`src/design/text_glyph_renderer_defines.svh`:
```
// Assertion macros shared by the character generator.
`ifndef TEXT_GLYPH_RENDERER_DEFINES_SVH
`define TEXT_GLYPH_RENDERER_DEFINES_SVH

// Check a condition at every clock edge outside reset.
`define TGR_ASSERT_ALWAYS(lbl, cond, msg) \
	lbl: assert property (@(posedge clk) disable iff (!arst_n) (cond)) else $error(msg);

// Check that a condition is followed in the next cycle by another.
`define TGR_ASSERT_NEXT(lbl, ante, cons, msg) \
	lbl: assert property (@(posedge clk) disable iff (!arst_n) (ante) |=> (cons)) else $error(msg);

`endif

```
`src/design/tgr_pkg.sv`:
```
// Types, constants and the 5x7 font for the character generator.
package tgr_pkg;

	localparam logic [1:0] REQ_SET_CURSOR = 2'd0;
	localparam logic [1:0] REQ_DRAW_CHAR  = 2'd1;
	localparam logic [1:0] REQ_DRAW_NUM   = 2'd2;

	localparam logic [7:0] FIRST_CODE = 8'd32;
	localparam logic [7:0] LAST_CODE  = 8'd90;
	localparam logic [7:0] CODE_MINUS = 8'h2D;
	localparam logic [7:0] CODE_ZERO  = 8'h30;

	// Reciprocal of ten: floor(x / 10) == (x * RECIP10) >> RECIP_SHIFT for any 32-bit x.
	localparam logic [31:0] RECIP10     = 32'hCCCC_CCCD;
	localparam int          RECIP_SHIFT = 35;

	localparam logic [3:0] MAX_DIGIT_IDX = 4'd9;
	localparam logic [3:0] NUM_DIGITS    = 4'd10;

	typedef struct packed {
		logic [1:0]         req_type;
		logic [7:0]         new_column;
		logic [7:0]         new_page;
		logic [7:0]         char_code;
		logic signed [31:0] number_value;
	} req_t;

	typedef struct packed {
		logic [7:0] target_page;
		logic [7:0] start_column;
		logic [7:0] glyph_col0;
		logic [7:0] glyph_col1;
		logic [7:0] glyph_col2;
		logic [7:0] glyph_col3;
		logic [7:0] glyph_col4;
		logic [5:0] write_mask;
		logic       last_char;
	} res_t;

	typedef enum logic [2:0] {
		ST_IDLE,
		ST_CHAR,
		ST_MUL,
		ST_FIX,
		ST_SIGN,
		ST_DIGIT
	} ctrl_state_t;

	typedef enum logic [1:0] {
		SEL_CHAR,
		SEL_MINUS,
		SEL_DIGIT
	} emit_sel_t;

	typedef struct packed {
		logic      load;
		logic      set_cursor;
		logic      mul;
		logic      fix;
		logic      emit;
		emit_sel_t sel;
		logic      last;
	} cmd_t;

	typedef struct packed {
		logic       out_free;
		logic       div_done;
		logic       neg;
		logic [3:0] ptr;
	} stat_t;

	// Column 0 sits in the most significant byte.
	typedef logic [0:4][7:0] glyph_t;

	localparam glyph_t FONT_ROM [0:58] = '{
		40'h00_00_00_00_00, 40'h00_00_5F_00_00, 40'h00_07_00_07_00, 40'h14_7F_14_7F_14,
		40'h24_2A_7F_2A_12, 40'h23_13_08_64_62, 40'h36_49_56_20_50, 40'h00_08_07_03_00,
		40'h00_1C_22_41_00, 40'h00_41_22_1C_00, 40'h2A_1C_7F_1C_2A, 40'h08_08_3E_08_08,
		40'h00_80_70_30_00, 40'h08_08_08_08_08, 40'h00_00_60_60_00, 40'h20_10_08_04_02,
		40'h3E_51_49_45_3E, 40'h00_42_7F_40_00, 40'h72_49_49_49_46, 40'h21_41_49_4D_33,
		40'h18_14_12_7F_10, 40'h27_45_45_45_39, 40'h3C_4A_49_49_31, 40'h41_21_11_09_07,
		40'h36_49_49_49_36, 40'h46_49_49_29_1E, 40'h00_00_14_00_00, 40'h00_40_34_00_00,
		40'h00_08_14_22_41, 40'h14_14_14_14_14, 40'h00_41_22_14_08, 40'h02_01_59_09_06,
		40'h3E_41_5D_59_4E, 40'h7C_12_11_12_7C, 40'h7F_49_49_49_36, 40'h3E_41_41_41_22,
		40'h7F_41_41_41_3E, 40'h7F_49_49_49_41, 40'h7F_09_09_09_01, 40'h3E_41_41_51_73,
		40'h7F_08_08_08_7F, 40'h00_41_7F_41_00, 40'h20_40_41_3F_01, 40'h7F_08_14_22_41,
		40'h7F_40_40_40_40, 40'h7F_02_1C_02_7F, 40'h7F_04_08_10_7F, 40'h3E_41_41_41_3E,
		40'h7F_09_09_09_06, 40'h3E_41_51_21_5E, 40'h7F_09_19_29_46, 40'h26_49_49_49_32,
		40'h03_01_7F_01_03, 40'h3F_40_40_40_3F, 40'h1F_20_40_20_1F, 40'h3F_40_38_40_3F,
		40'h63_14_08_14_63, 40'h03_04_78_04_03, 40'h61_59_49_4D_43
	};

	// Map a character code to its font columns; codes without a glyph draw a space.
	function automatic glyph_t glyph_lookup(logic [7:0] code);
		logic [7:0] idx;
		idx = (code < FIRST_CODE || code > LAST_CODE) ? 8'd0 : code - FIRST_CODE;
		return FONT_ROM[idx[5:0]];
	endfunction

endpackage

```
`src/design/tgr_req_if.sv`:
```
// Request channel: valid/ready handshake carrying one request.
interface tgr_req_if;
	logic          valid;
	logic          ready;
	tgr_pkg::req_t payload;

	modport source (output valid, output payload, input ready);
	modport sink   (input valid, input payload, output ready);
endinterface

```
`src/design/tgr_res_if.sv`:
```
// Result channel: valid/ready handshake carrying one drawn character.
interface tgr_res_if;
	logic          valid;
	logic          ready;
	tgr_pkg::res_t payload;

	modport source (output valid, output payload, input ready);
	modport sink   (input valid, input payload, output ready);
endinterface

```
`src/design/text_glyph_renderer.sv`:
```
// Top level of the 5x7 character generator for a page-organized monochrome display.
//
// Channels: req (sink) takes one request per transaction: set cursor, draw a character,
// or draw a signed 32-bit number in decimal. res (source) delivers one transaction per
// drawn character: page, start column, five font column bytes, a six-bit in-buffer mask
// (five glyph columns, then the blank spacer) and last_char on the request's final one.
// Timing: req is ready only while the controller is idle. A set cursor is applied on
// acceptance. A character is emitted from the CHAR state into the result register.
// A number runs a multiply by the reciprocal of ten and a remainder fix-up per digit,
// then emits one result per character, sign included. The single result register lets
// the next request in while the last result waits. Stall: while res is stalled with a
// result pending, emission holds; digit extraction runs on. Reset clears the cursor to
// column 0, page 0 and empties the result register; the digit store is written before
// every read and needs no clearing.
module text_glyph_renderer #(
	parameter int DISPLAY_COLUMNS = 128,
	parameter int DISPLAY_PAGES   = 8
) (
	input  logic      clk,
	input  logic      arst_n,
	tgr_req_if.sink   req,
	tgr_res_if.source res
);

	`include "text_glyph_renderer_defines.svh"

	tgr_pkg::cmd_t  cmd;
	tgr_pkg::stat_t st;

	// Sequence the work: intake, divide loop, sign, then digits most significant first.
	tgr_ctrl u_ctrl (
		.clk       (clk),
		.arst_n    (arst_n),
		.req_valid (req.valid),
		.req_type  (req.payload.req_type),
		.req_ready (req.ready),
		.st        (st),
		.cmd       (cmd)
	);

	// Hold the cursor, extract digits and build each result transaction.
	tgr_dp #(
		.DISPLAY_COLUMNS (DISPLAY_COLUMNS),
		.DISPLAY_PAGES   (DISPLAY_PAGES)
	) u_dp (
		.clk       (clk),
		.arst_n    (arst_n),
		.req_data  (req.payload),
		.cmd       (cmd),
		.st        (st),
		.res_valid (res.valid),
		.res_ready (res.ready),
		.res_data  (res.payload)
	);

	// Never overwrite a result that is still waiting to be taken.
	`TGR_ASSERT_ALWAYS(a_emit_free, !cmd.emit || st.out_free, "emission over a pending result")
	// The digit pointer never exceeds ten, the depth of the digit store.
	`TGR_ASSERT_ALWAYS(a_ptr_range, st.ptr <= tgr_pkg::NUM_DIGITS, "digit pointer out of range")
	// Every multiply is followed by its remainder fix-up.
	`TGR_ASSERT_NEXT(a_mul_fix, cmd.mul, cmd.fix, "multiply not followed by fix-up")
	// A final character returns the controller to intake.
	`TGR_ASSERT_NEXT(a_last_idle, cmd.emit && cmd.last, req.ready, "not idle after last char")

endmodule

```
`src/design/tgr_ctrl.sv`:
```
// Controller state machine: sequences request intake, digit extraction and emission.
module tgr_ctrl (
	input  logic           clk,
	input  logic           arst_n,
	input  logic           req_valid,
	input  logic [1:0]     req_type,
	output logic           req_ready,
	input  tgr_pkg::stat_t st,
	output tgr_pkg::cmd_t  cmd
);

	tgr_pkg::ctrl_state_t state_q, state_d;

	always_ff @(posedge clk or negedge arst_n) begin
		if (!arst_n) begin
			state_q <= tgr_pkg::ST_IDLE;
		end else begin
			state_q <= state_d;
		end
	end

	always_comb begin
		state_d   = state_q;
		req_ready = 1'b0;
		cmd       = '0;
		cmd.sel   = tgr_pkg::SEL_CHAR;
		unique case (state_q)
			tgr_pkg::ST_IDLE: begin
				req_ready = 1'b1;
				if (req_valid) begin
					cmd.load = 1'b1;
					priority case (req_type)
						tgr_pkg::REQ_SET_CURSOR: cmd.set_cursor = 1'b1;
						tgr_pkg::REQ_DRAW_CHAR:  state_d = tgr_pkg::ST_CHAR;
						tgr_pkg::REQ_DRAW_NUM:   state_d = tgr_pkg::ST_MUL;
						default:                 state_d = tgr_pkg::ST_IDLE;
					endcase
				end
			end
			tgr_pkg::ST_CHAR: begin
				if (st.out_free) begin
					cmd.emit = 1'b1;
					cmd.sel  = tgr_pkg::SEL_CHAR;
					cmd.last = 1'b1;
					state_d  = tgr_pkg::ST_IDLE;
				end
			end
			tgr_pkg::ST_MUL: begin
				cmd.mul = 1'b1;
				state_d = tgr_pkg::ST_FIX;
			end
			tgr_pkg::ST_FIX: begin
				cmd.fix = 1'b1;
				if (st.div_done) begin
					state_d = st.neg ? tgr_pkg::ST_SIGN : tgr_pkg::ST_DIGIT;
				end else begin
					state_d = tgr_pkg::ST_MUL;
				end
			end
			tgr_pkg::ST_SIGN: begin
				if (st.out_free) begin
					cmd.emit = 1'b1;
					cmd.sel  = tgr_pkg::SEL_MINUS;
					state_d  = tgr_pkg::ST_DIGIT;
				end
			end
			tgr_pkg::ST_DIGIT: begin
				if (st.out_free) begin
					cmd.emit = 1'b1;
					cmd.sel  = tgr_pkg::SEL_DIGIT;
					cmd.last = (st.ptr == 4'd1);
					if (st.ptr == 4'd1) begin
						state_d = tgr_pkg::ST_IDLE;
					end
				end
			end
			default: state_d = tgr_pkg::ST_IDLE;
		endcase
	end

endmodule

```
`src/design/tgr_dp.sv`:
```
// Datapath: cursor, divide-by-ten digit extraction, digit store, font lookup, result register.
module tgr_dp #(
	parameter int DISPLAY_COLUMNS = 128,
	parameter int DISPLAY_PAGES   = 8
) (
	input  logic           clk,
	input  logic           arst_n,
	input  tgr_pkg::req_t  req_data,
	input  tgr_pkg::cmd_t  cmd,
	output tgr_pkg::stat_t st,
	output logic           res_valid,
	input  logic           res_ready,
	output tgr_pkg::res_t  res_data
);

	logic [7:0]  cursor_col_q;
	logic [7:0]  cursor_page_q;
	logic [7:0]  char_q;
	logic        neg_q;
	logic [31:0] mag_q;
	logic [63:0] prod_q;
	logic [3:0]  ptr_q;
	logic [3:0]  digit_mem [0:9];
	logic        res_valid_q;
	tgr_pkg::res_t res_q;

	logic [31:0]     raw;
	logic [31:0]     quot;
	logic [3:0]      q10_lo;
	logic [3:0]      rem;
	logic [3:0]      rd_ptr;
	logic [7:0]      code;
	tgr_pkg::glyph_t glyph;
	logic [5:0]      mask;
	logic [8:0]      col_sum;
	logic [8:0]      col_adv;
	logic [7:0]      next_col;
	logic            page_ok;

	assign raw    = req_data.number_value;
	assign quot   = {3'd0, prod_q[63:tgr_pkg::RECIP_SHIFT]};
	// Only the low nibble of quot * 10 matters since the remainder is below ten.
	assign q10_lo = {quot[0], 3'b000} + {quot[2:0], 1'b0};
	assign rem    = mag_q[3:0] - q10_lo;
	assign rd_ptr = ptr_q - 4'd1;

	assign st.out_free = !res_valid_q || res_ready;
	assign st.div_done = (quot == 32'd0) || (ptr_q == tgr_pkg::MAX_DIGIT_IDX);
	assign st.neg      = neg_q;
	assign st.ptr      = ptr_q;

	always_comb begin
		unique case (cmd.sel)
			tgr_pkg::SEL_CHAR:  code = char_q;
			tgr_pkg::SEL_MINUS: code = tgr_pkg::CODE_MINUS;
			tgr_pkg::SEL_DIGIT: code = tgr_pkg::CODE_ZERO + {4'd0, digit_mem[rd_ptr]};
			default:            code = tgr_pkg::FIRST_CODE;
		endcase
	end

	assign glyph   = tgr_pkg::glyph_lookup(code);
	assign page_ok = cursor_page_q < 8'(DISPLAY_PAGES);

	always_comb begin
		for (int j = 0; j < 6; j++) begin
			col_sum = {1'b0, cursor_col_q} + 9'(j);
			mask[j] = page_ok && (col_sum < 9'(DISPLAY_COLUMNS));
		end
	end

	// Advance by one cell, clamp at the right edge; hold a cursor already past it.
	always_comb begin
		col_adv  = {1'b0, cursor_col_q} + 9'd6;
		next_col = cursor_col_q;
		if ({1'b0, cursor_col_q} < 9'(DISPLAY_COLUMNS)) begin
			next_col = (col_adv > 9'(DISPLAY_COLUMNS)) ? 8'(DISPLAY_COLUMNS) : col_adv[7:0];
		end
	end

	always_ff @(posedge clk or negedge arst_n) begin
		if (!arst_n) begin
			cursor_col_q  <= '0;
			cursor_page_q <= '0;
			ptr_q         <= '0;
			res_valid_q   <= 1'b0;
		end else begin
			if (cmd.set_cursor) begin
				cursor_col_q  <= req_data.new_column;
				cursor_page_q <= req_data.new_page;
			end else if (cmd.emit) begin
				cursor_col_q <= next_col;
			end
			if (cmd.load) begin
				ptr_q <= '0;
			end else if (cmd.fix) begin
				ptr_q <= ptr_q + 4'd1;
			end else if (cmd.emit && cmd.sel == tgr_pkg::SEL_DIGIT) begin
				ptr_q <= rd_ptr;
			end
			if (cmd.emit) begin
				res_valid_q <= 1'b1;
			end else if (res_ready) begin
				res_valid_q <= 1'b0;
			end
		end
	end

	always_ff @(posedge clk) begin
		if (cmd.load) begin
			char_q <= req_data.char_code;
			neg_q  <= raw[31];
			mag_q  <= raw[31] ? (32'd0 - raw) : raw;
		end else if (cmd.fix) begin
			mag_q <= quot;
		end
		if (cmd.mul) begin
			prod_q <= mag_q * tgr_pkg::RECIP10;
		end
		if (cmd.fix) begin
			digit_mem[ptr_q] <= rem;
		end
		if (cmd.emit) begin
			res_q.target_page  <= cursor_page_q;
			res_q.start_column <= cursor_col_q;
			res_q.glyph_col0   <= glyph[0];
			res_q.glyph_col1   <= glyph[1];
			res_q.glyph_col2   <= glyph[2];
			res_q.glyph_col3   <= glyph[3];
			res_q.glyph_col4   <= glyph[4];
			res_q.write_mask   <= mask;
			res_q.last_char    <= cmd.last;
		end
	end

	assign res_valid = res_valid_q;
	assign res_data  = res_q;

endmodule

```
`src/flat_wrapper.sv`:
```
// flat-port wrapper written by rule: the top's interface ports become plain ports
module text_glyph_renderer_flat 
#(
	parameter int DISPLAY_COLUMNS = 128,
	parameter int DISPLAY_PAGES   = 8
)
  (clk, arst_n, req_valid, req_payload, req_ready, res_valid, res_payload, res_ready);
  tgr_req_if req_i ();
  tgr_res_if res_i ();
  input  logic clk;
  input  logic arst_n;
  input wire logic [$bits(req_i.valid)-1:0] req_valid;
  input wire logic [$bits(req_i.payload)-1:0] req_payload;
  output wire logic [$bits(req_i.ready)-1:0] req_ready;
  output wire logic [$bits(res_i.valid)-1:0] res_valid;
  output wire logic [$bits(res_i.payload)-1:0] res_payload;
  input wire logic [$bits(res_i.ready)-1:0] res_ready;
  assign req_i.valid = req_valid;
  assign req_i.payload = req_payload;
  assign req_ready = req_i.ready;
  assign res_valid = res_i.valid;
  assign res_payload = res_i.payload;
  assign res_i.ready = res_ready;
  text_glyph_renderer #(.DISPLAY_COLUMNS(DISPLAY_COLUMNS), .DISPLAY_PAGES(DISPLAY_PAGES)) u_core (.clk(clk), .arst_n(arst_n), .req(req_i), .res(res_i));
endmodule
```
`config.mk`:
```
export PLATFORM = sky130hd
export DESIGN_NAME = text_glyph_renderer_flat
export DESIGN_NICKNAME = d
export VERILOG_FILES = /design/src/design/tgr_pkg.sv /design/src/design/tgr_req_if.sv /design/src/design/tgr_res_if.sv /design/src/design/text_glyph_renderer.sv /design/src/design/tgr_ctrl.sv /design/src/design/tgr_dp.sv /design/src/flat_wrapper.sv
export VERILOG_INCLUDE_DIRS = /design/src /design/src/design
export SDC_FILE = /design/constraint.sdc
export NUM_CORES = 2
export LEC_CHECK = 0
export BUFFER_PORTS_ARGS = -buffer_cell sky130_fd_sc_hd__buf_2
export CORE_MARGIN = 4
export CORE_UTILIZATION = 30
export CTS_CLUSTER_DIAMETER = 100
export DETAILED_ROUTE_END_ITERATION = 7
export GPL_TIMING_DRIVEN = 0
export SETUP_SLACK_MARGIN = 0.3
export SYNTH_ARGS = -nofsm -noshare
export SYNTH_HDL_FRONTEND = slang
export SYNTH_SLANG_ARGS = --single-unit
```
`constraint.sdc`:
```
create_clock -name clk -period 14.49 [get_ports clk]
set_input_delay 0.7245 -clock clk [delete_from_list [all_inputs] [get_ports clk]]
set_output_delay 0.7245 -clock clk [all_outputs]
set_load 0.01 [all_outputs]
```
**After elaboration in Yosys (flattened, before gate mapping)**

Memory sizes are Yosys's and may differ from the RTL's. A register that Yosys moved wholly into a read port is not among the register bits.
Index checks and enable logic that the tools add are counted.
W data, S select, Z words.

- Input port bits: 62
- Memory bits (writable): 40
- Bits in latches: 0
- Logic and storage cells: 115
- Memories kept: 2
- Bits in registers: 152
- Memory bits (read-only): 2560

Memory list:

| memory | depth | bits a word | rd ports | clocked after memory_dff | write ports | line | text |
|---|---|---|---|---|---|---|---|
| (name not given) | 64 | 40 | 1 | 1 | 0 | tgr_pkg.sv:97 | `return FONT_ROM[idx[5:0]];` |
| u_core.u_dp.digit_mem | 10 | 4 | 1 | 0 | 1 | tgr_dp.sv:23 | `logic [3:0] digit_mem [0:9];` |

- Magnitude comparators: 10
- Shift operators: 0
- Equal/unequal tests: 17
- Mux-type cells: 36
- Divide/modulo/power cells: 0
- Add/sub/neg operators: 13
- Bitwise gates (word level): 1
- Multipliers: 1
- Reductions and logical operators: 22

Operators with widths:

| operator | number |
|---|---|
| $mux W32 | 3 |
| $mul A32 B32 Y64 const B | 1 |
| $lt A9 B8 Y1 const B | 5 |
| $logic_not A32 Y1 | 1 |
| $mux W8 | 4 |
| $sub A1 B32 Y32 const A | 1 |
| $add A8 B3 Y9 const B | 3 |
| $pmux W8 S3 | 1 |
| $mux W3 | 7 |
| $mux W4 | 5 |
| $add A8 B2 Y9 const B | 2 |
| $pmux W3 S3 | 2 |
| $pmux W3 S6 | 1 |
| $add A8 B1 Y9 const B | 1 |
| $gt A9 B8 Y1 const B | 1 |
| $mux W1 | 9 |
| $gt A8 B7 Y1 const B | 1 |
| $lt A8 B4 Y1 const B | 1 |
| $lt A8 B6 Y1 const B | 1 |
| $lt A8 B8 Y1 const B | 1 |
| $reduce_bool A2 Y1 | 4 |
| $add A6 B4 Y7 const A | 1 |
| $logic_and A1 B1 Y1 | 7 |
| $not A6 Y7 | 1 |
| 24 further kinds | 36 |

**Depth between registers and ports, before layout**

- Word-level depth: 10
- Gate-level depth with buffers: 26
- Depth with buffers taken out: 26

**Cells and area by module**

Synthesis repeated with hierarchy kept, for this count alone.

- Cells, all modules: 2760
- Area, all modules: 27770.4 sq um

By module, submodules not included:

| module | instances | sequential area each (sq um) | area each (sq um) | cells each |
|---|---|---|---|---|
| tgr_dp | 1 | 5600.4 | 27471.3 | 2724 |
| tgr_ctrl | 1 | 75.1 | 299.0 | 36 |

**Worst setup path before layout**

Ideal clock, no wire load.

- Path type: reg-to-reg
- From: register u_core.u_dp.mag_q[17]
- To: register u_core.u_dp.prod_q[57], data pin
- Period minus slack after synthesis: 7.385 ns
- Arrival time: 7.127 ns
- Setup slack: 7.105 ns
- Required time: 14.232 ns
- Stages on the path, launching flop included: 26
- Path through: edfxtp_1 -> ha_1 -> inv_1 -> fa_1 -> inv_1 -> fa_1 -> inv_1 -> fa_1 -> inv_1 -> fa_1 -> fa_1 -> fa_1 -> inv_1 -> fa_1 -> inv_1 -> ha_1 -> nand3_1 -> nor4_1 -> o2111ai_1 -> a211oi_1 -> o311ai_0 -> o21bai_1 -> a31oi_1 -> o31ai_1 -> a21oi_1 -> xnor2_1

- Cells in the longest elaborated chain, start to end: 1

Ends and longest elaborated chain:

| element | line | text |
|---|---|---|
| start, declared | tgr_dp.sv:20 | `logic [31:0] mag_q;` |
| start signal, assigned | tgr_dp.sv:112 | `mag_q <= raw[31] ? (32'd0 - raw) : raw;` |
| start signal, assigned | tgr_dp.sv:114 | `mag_q <= quot;` |
| $mul A32 B32 Y64 | tgr_dp.sv:117 | `prod_q <= mag_q * tgr_pkg::RECIP10;` |
| end signal, assigned | tgr_dp.sv:117 |  |
| end, declared | tgr_dp.sv:21 | `logic [63:0] prod_q;` |

Every way passes these cells.
A chain may end at the register's enable or synchronous reset.

**Final worst setup path**

- From: register u_core.u_dp.mag_q[16]
- To: register u_core.u_dp.prod_q[57], data pin

Same word-level chain as after synthesis.

==> results.md <==
| Metric | This run |
|---|---|
| Result of the run | completed |
| Timing startpoint of the critical path | u_core.u_dp.mag_q[16]$_DFFE_PP_ |
| Period minus WS final | 10.41 ns |
| Die span in y | 310.0 um |
| Area growth from synthesis to layout | 10.36% |
| Number of DRC markers after the initial detailed-route iteration | 1,668 |
| Delay of the slowest cell on the worst path | 0.97 ns |
| Cell family with the largest share of critical-path delay | adder cells |
| Class of the tightest hold or removal check | in2async |
| HPWL after DPL | 70.22 mm |
| Pin count of the biggest net entering global routing | 34 |
| Die footprint | 96,100 sq um |
| Final max-slew violation count | 0 |
| Nets | 3,698 |
| Number of I/O pins | 127 |
| Area after detailed placement | 29,530 sq um |
| Critical path's slowest cell | sky130_fd_sc_hd__nor4_1 |
| Prevailing post-synth register cell | sky130_fd_sc_hd__edfxtp_1 |
| Detail Route Antenna Nets | 0 |
| Initial antenna violation count | 2 |
| CP Data Arrival Time | 10.62 ns |
| CTS Hold Bufs | 0 |
| Crit path max fanout | 5 |
| Initial core utilization | 30.30% |
| Total Neg Setup Slack | 0 ns |
| Number of levels the H-tree was split into | 4 |
| Distinct cells, synth | 85 |
| Global-route usage over all layers | 17.56% |
| CP bufs+invs | 6 |
| Post-route DRC | 0 |
| Unrepaired setup endpoints after global routing | false |
| Clock insertion delay at the later pin of the skew report | 0.47 ns |
| Number of enable-type register cells in the synthesized netlist | 169 |
| Max Clk Rate | 96.09 MHz |
| Launch point of the worst reg-to-reg path | u_core.u_dp.mag_q[16]$_DFFE_PP_ |
| Post-CTS repair timing setup buffer count | 0 |
| CTS tree | done |
| Data required time at the worst endpoint | 14.70 ns |
| Most common cell type on the critical path | sky130_fd_sc_hd__fa_1 |
| CTS max path bufs | 2 |
| Share of cells above drive strength 1 | 7.903% |
| Endpoints failing setup | 0 |
| Worst rel slew slack | 16.53% |
| I/O Buffers | 122 |
| Flops & latches, synth | 193 |
| Weighted congestion reported at the end of routability-driven placement | 0.9641 |
| Via density | 4.969 |
| CTS Root Cell | sky130_fd_sc_hd__clkbuf_16 |
| Clk pin slew, worst setup/hold paths | 0.09 ns |
| Post-route cell area | 30,190 sq um |
| Via count of the first global-routing pass | 20,779 |
| Launching element type of the critical path | flip-flop |
| Setup skew after layout | 0.01640 ns |
| Number of hold violations in the final report | 0 |
| Area inside the core boundary | 90,290 sq um |
| Aggregate global routing overflow | 0 |
| Crit end category | flip-flop |
| Post-CTS sizing | 0 |
| Post-synthesis cell count | 2,722 |
| Count of warnings emitted by yosys | 0 |
| Global-route wire length before repair | 126.9 mm |
| Slew at the pin closest to its max-slew limit | 1.236 ns |
| TritonCTS sink count | 193 |
| Synthesized area per cell | 10.05 sq um |
| Synth async-reset ratio | 12.44% |
| Routed vias | 20,195 |
| Number of CTS-inserted buffers | 17 |
| Max-cap check violation count | 0 |
| Detailed-routing iteration count for the pre-antenna-repair pass | 7 |
| Share of the cycle needed by the critical path after routing | 71.82% |
| Sequential-to-total area share from yosys stat | 20.74% |
| Critical setup path kind | reg2reg |
| Width of the die | 310.0 um |
| Routed WL | 83.34 mm |
| Routed wire per std cell | 20.51 um |
| Total number of placement rows | 110 |
| Area of the mapped netlist | 27,360 sq um |
[kinds of logic (layout without fill, tap and decap cells)]
logic type	after synthesis	after routing	share of synthesized area (%)
multiplexers	28	28	1.436
buffers and inverters	731	891	10.23
AND/OR/NAND/NOR	438	438	7.441
AO/OA/AOI/OAI	452	452	10.93
XOR/XNOR	115	115	3.681
other	1	7	0.01371
adder cells (fa/ha/maj)	764	764	45.53
flip-flops	193	193	20.74
[metal layers]
| layer | global-route usage, % | share of wire (%) |
|---|---|---|
| met5 | 0 | 0 |
| met3 | 2.620 | 6.2 |
| met4 | 5.745 | 3.6 |
| met1 | 23.59 | 43 |
| met2 | 29.23 | 47 |
[cells in the final DEF, fill, tap and decap left out, drive strengths merged, types with 72 or more instances in the layout]
cell / count
clkbuf: 72
a21oi: 98
nand2: 178
ha: 378
edfxtp: 169
inv: 657
fa: 386
nor2: 94
xor2: 75
buf: 151
o21ai: 121
[worst register-to-register path: cells and delay by family, from the launching register on]
family          cells  cell delay (ns)
compound gates      7             3.11
xor+xnor            1             0.14
simple gates        2             1.19
flops               1             0.70
fa+ha+maj           9             4.56
buf+inv             6             0.47
[state kept, by name, indices dropped and copies added, names as in the netlist]
name                       cells
u_core.u_dp.cursor_page_q      8
u_core.u_dp.mag_q             32
u_core.u_dp.res_valid          1
u_core.u_dp.char_q             8
u_core.u_dp.neg_q              1
u_core.u_dp.res_data          59
u_core.u_dp.digit_mem         40
u_core.u_dp.cursor_col_q       8
u_core.u_ctrl.state_q          3
u_core.u_dp.ptr_q              4
u_core.u_dp.prod_q            29
[synth_stat cells (5+ instances only)]
master / number / share of area [%]
sky130_fd_sc_hd__mux2_2: 10 / 0.41
sky130_fd_sc_hd__o31ai_1: 18 / 0.49
sky130_fd_sc_hd__o41ai_1: 7 / 0.22
sky130_fd_sc_hd__edfxtp_1: 169 / 19
sky130_fd_sc_hd__fa_1: 386 / 28
sky130_fd_sc_hd__nor4_1: 15 / 0.34
sky130_fd_sc_hd__nand3_1: 28 / 0.51
sky130_fd_sc_hd__mux2i_1: 10 / 0.37
sky130_fd_sc_hd__clkbuf_1: 55 / 0.75
sky130_fd_sc_hd__o211ai_1: 16 / 0.44
sky130_fd_sc_hd__a211o_1: 8 / 0.26
sky130_fd_sc_hd__a32oi_1: 6 / 0.19
sky130_fd_sc_hd__o21bai_1: 7 / 0.19
sky130_fd_sc_hd__nand2_1: 177 / 2.4
sky130_fd_sc_hd__or3_1: 6 / 0.14
sky130_fd_sc_hd__and2_1: 23 / 0.53
sky130_fd_sc_hd__o22ai_1: 11 / 0.25
sky130_fd_sc_hd__a31oi_1: 23 / 0.53
sky130_fd_sc_hd__o221ai_1: 9 / 0.29
sky130_fd_sc_hd__dfrtp_1: 24 / 2.2
sky130_fd_sc_hd__nor2b_1: 7 / 0.16
sky130_fd_sc_hd__a22oi_1: 8 / 0.22
sky130_fd_sc_hd__a21o_1: 42 / 1.2
sky130_fd_sc_hd__buf_2: 13 / 0.24
sky130_fd_sc_hd__a211oi_1: 19 / 0.52
sky130_fd_sc_hd__a21oi_1: 96 / 1.8
sky130_fd_sc_hd__or2_2: 8 / 0.18
sky130_fd_sc_hd__buf_4: 5 / 0.14
sky130_fd_sc_hd__nor3_1: 26 / 0.48
sky130_fd_sc_hd__nand2b_1: 12 / 0.27
sky130_fd_sc_hd__o21ai_1: 7 / 0.13
sky130_fd_sc_hd__xnor2_1: 40 / 1.3
sky130_fd_sc_hd__mux4_2: 8 / 0.66
sky130_fd_sc_hd__nor2_1: 94 / 1.3
sky130_fd_sc_hd__and3_1: 18 / 0.41
sky130_fd_sc_hd__xor2_1: 75 / 2.4
sky130_fd_sc_hd__ha_1: 378 / 17
sky130_fd_sc_hd__inv_1: 651 / 8.9
sky130_fd_sc_hd__nand4_1: 10 / 0.23
sky130_fd_sc_hd__o311ai_0: 7 / 0.22
sky130_fd_sc_hd__o21a_1: 8 / 0.22
sky130_fd_sc_hd__o21ai_0: 112 / 2.0
[stage by stage]
stage                     cells  util, %  hold WS (ns)  worst slack (ns)
after floorplan            2725        -        0.4211             7.105
after global placement     4023    32.62        0.4265             4.099
after detailed placement   4029    32.71        0.4314             4.112
after CTS                  4061    33.43        0.2746             4.046
after global routing       4063    33.44        0.2757             3.724
final                      4064    33.44        0.2611             4.083
[final timing paths]
kind | slack, ns | endpoint | cells past startpoint
setup / recovery | 4.08 | u_core.u_dp.prod_q[57]$_DFFE_PP_ | 25
hold / removal | 0.26 | u_core.u_dp.cursor_page_q[7]$_DFFE_PN0P_ | 1
setup reg to reg | 4.08 | u_core.u_dp.prod_q[57]$_DFFE_PP_ | 25
hold reg to reg | 0.44 | u_core.u_dp.res_data[56]$_DFFE_PP_ | 0
max in group asynchronous | 13.82 | u_core.u_dp.cursor_page_q[1]$_DFFE_PN0P_ | 1
min in group clk | 0.43 | u_core.u_dp.char_q[2]$_DFFE_PP_ | 1
[area by class of cell]
| cell class | instances | area (sq um) |
|---|---|---|
| Buffer | 78 | 342.8 |
| Multi-Input combinational cell | 1801 | 18910 |
| Clock buffer | 17 | 425.4 |
| Tap cell | 1176 | 1471 |
| Fill cell | 9327 | 60090 |
| Inverter | 653 | 2456 |
| Sequential cell | 193 | 5675 |
| Timing Repair Buffer | 128 | 678.2 |
| Clock inverter | 15 | 225.2 |
| Antenna cell | 3 | 7.507 |
Power is not shown: default switching activity piles up to over one toggle a cycle in this logic, so the estimate is an artifact.
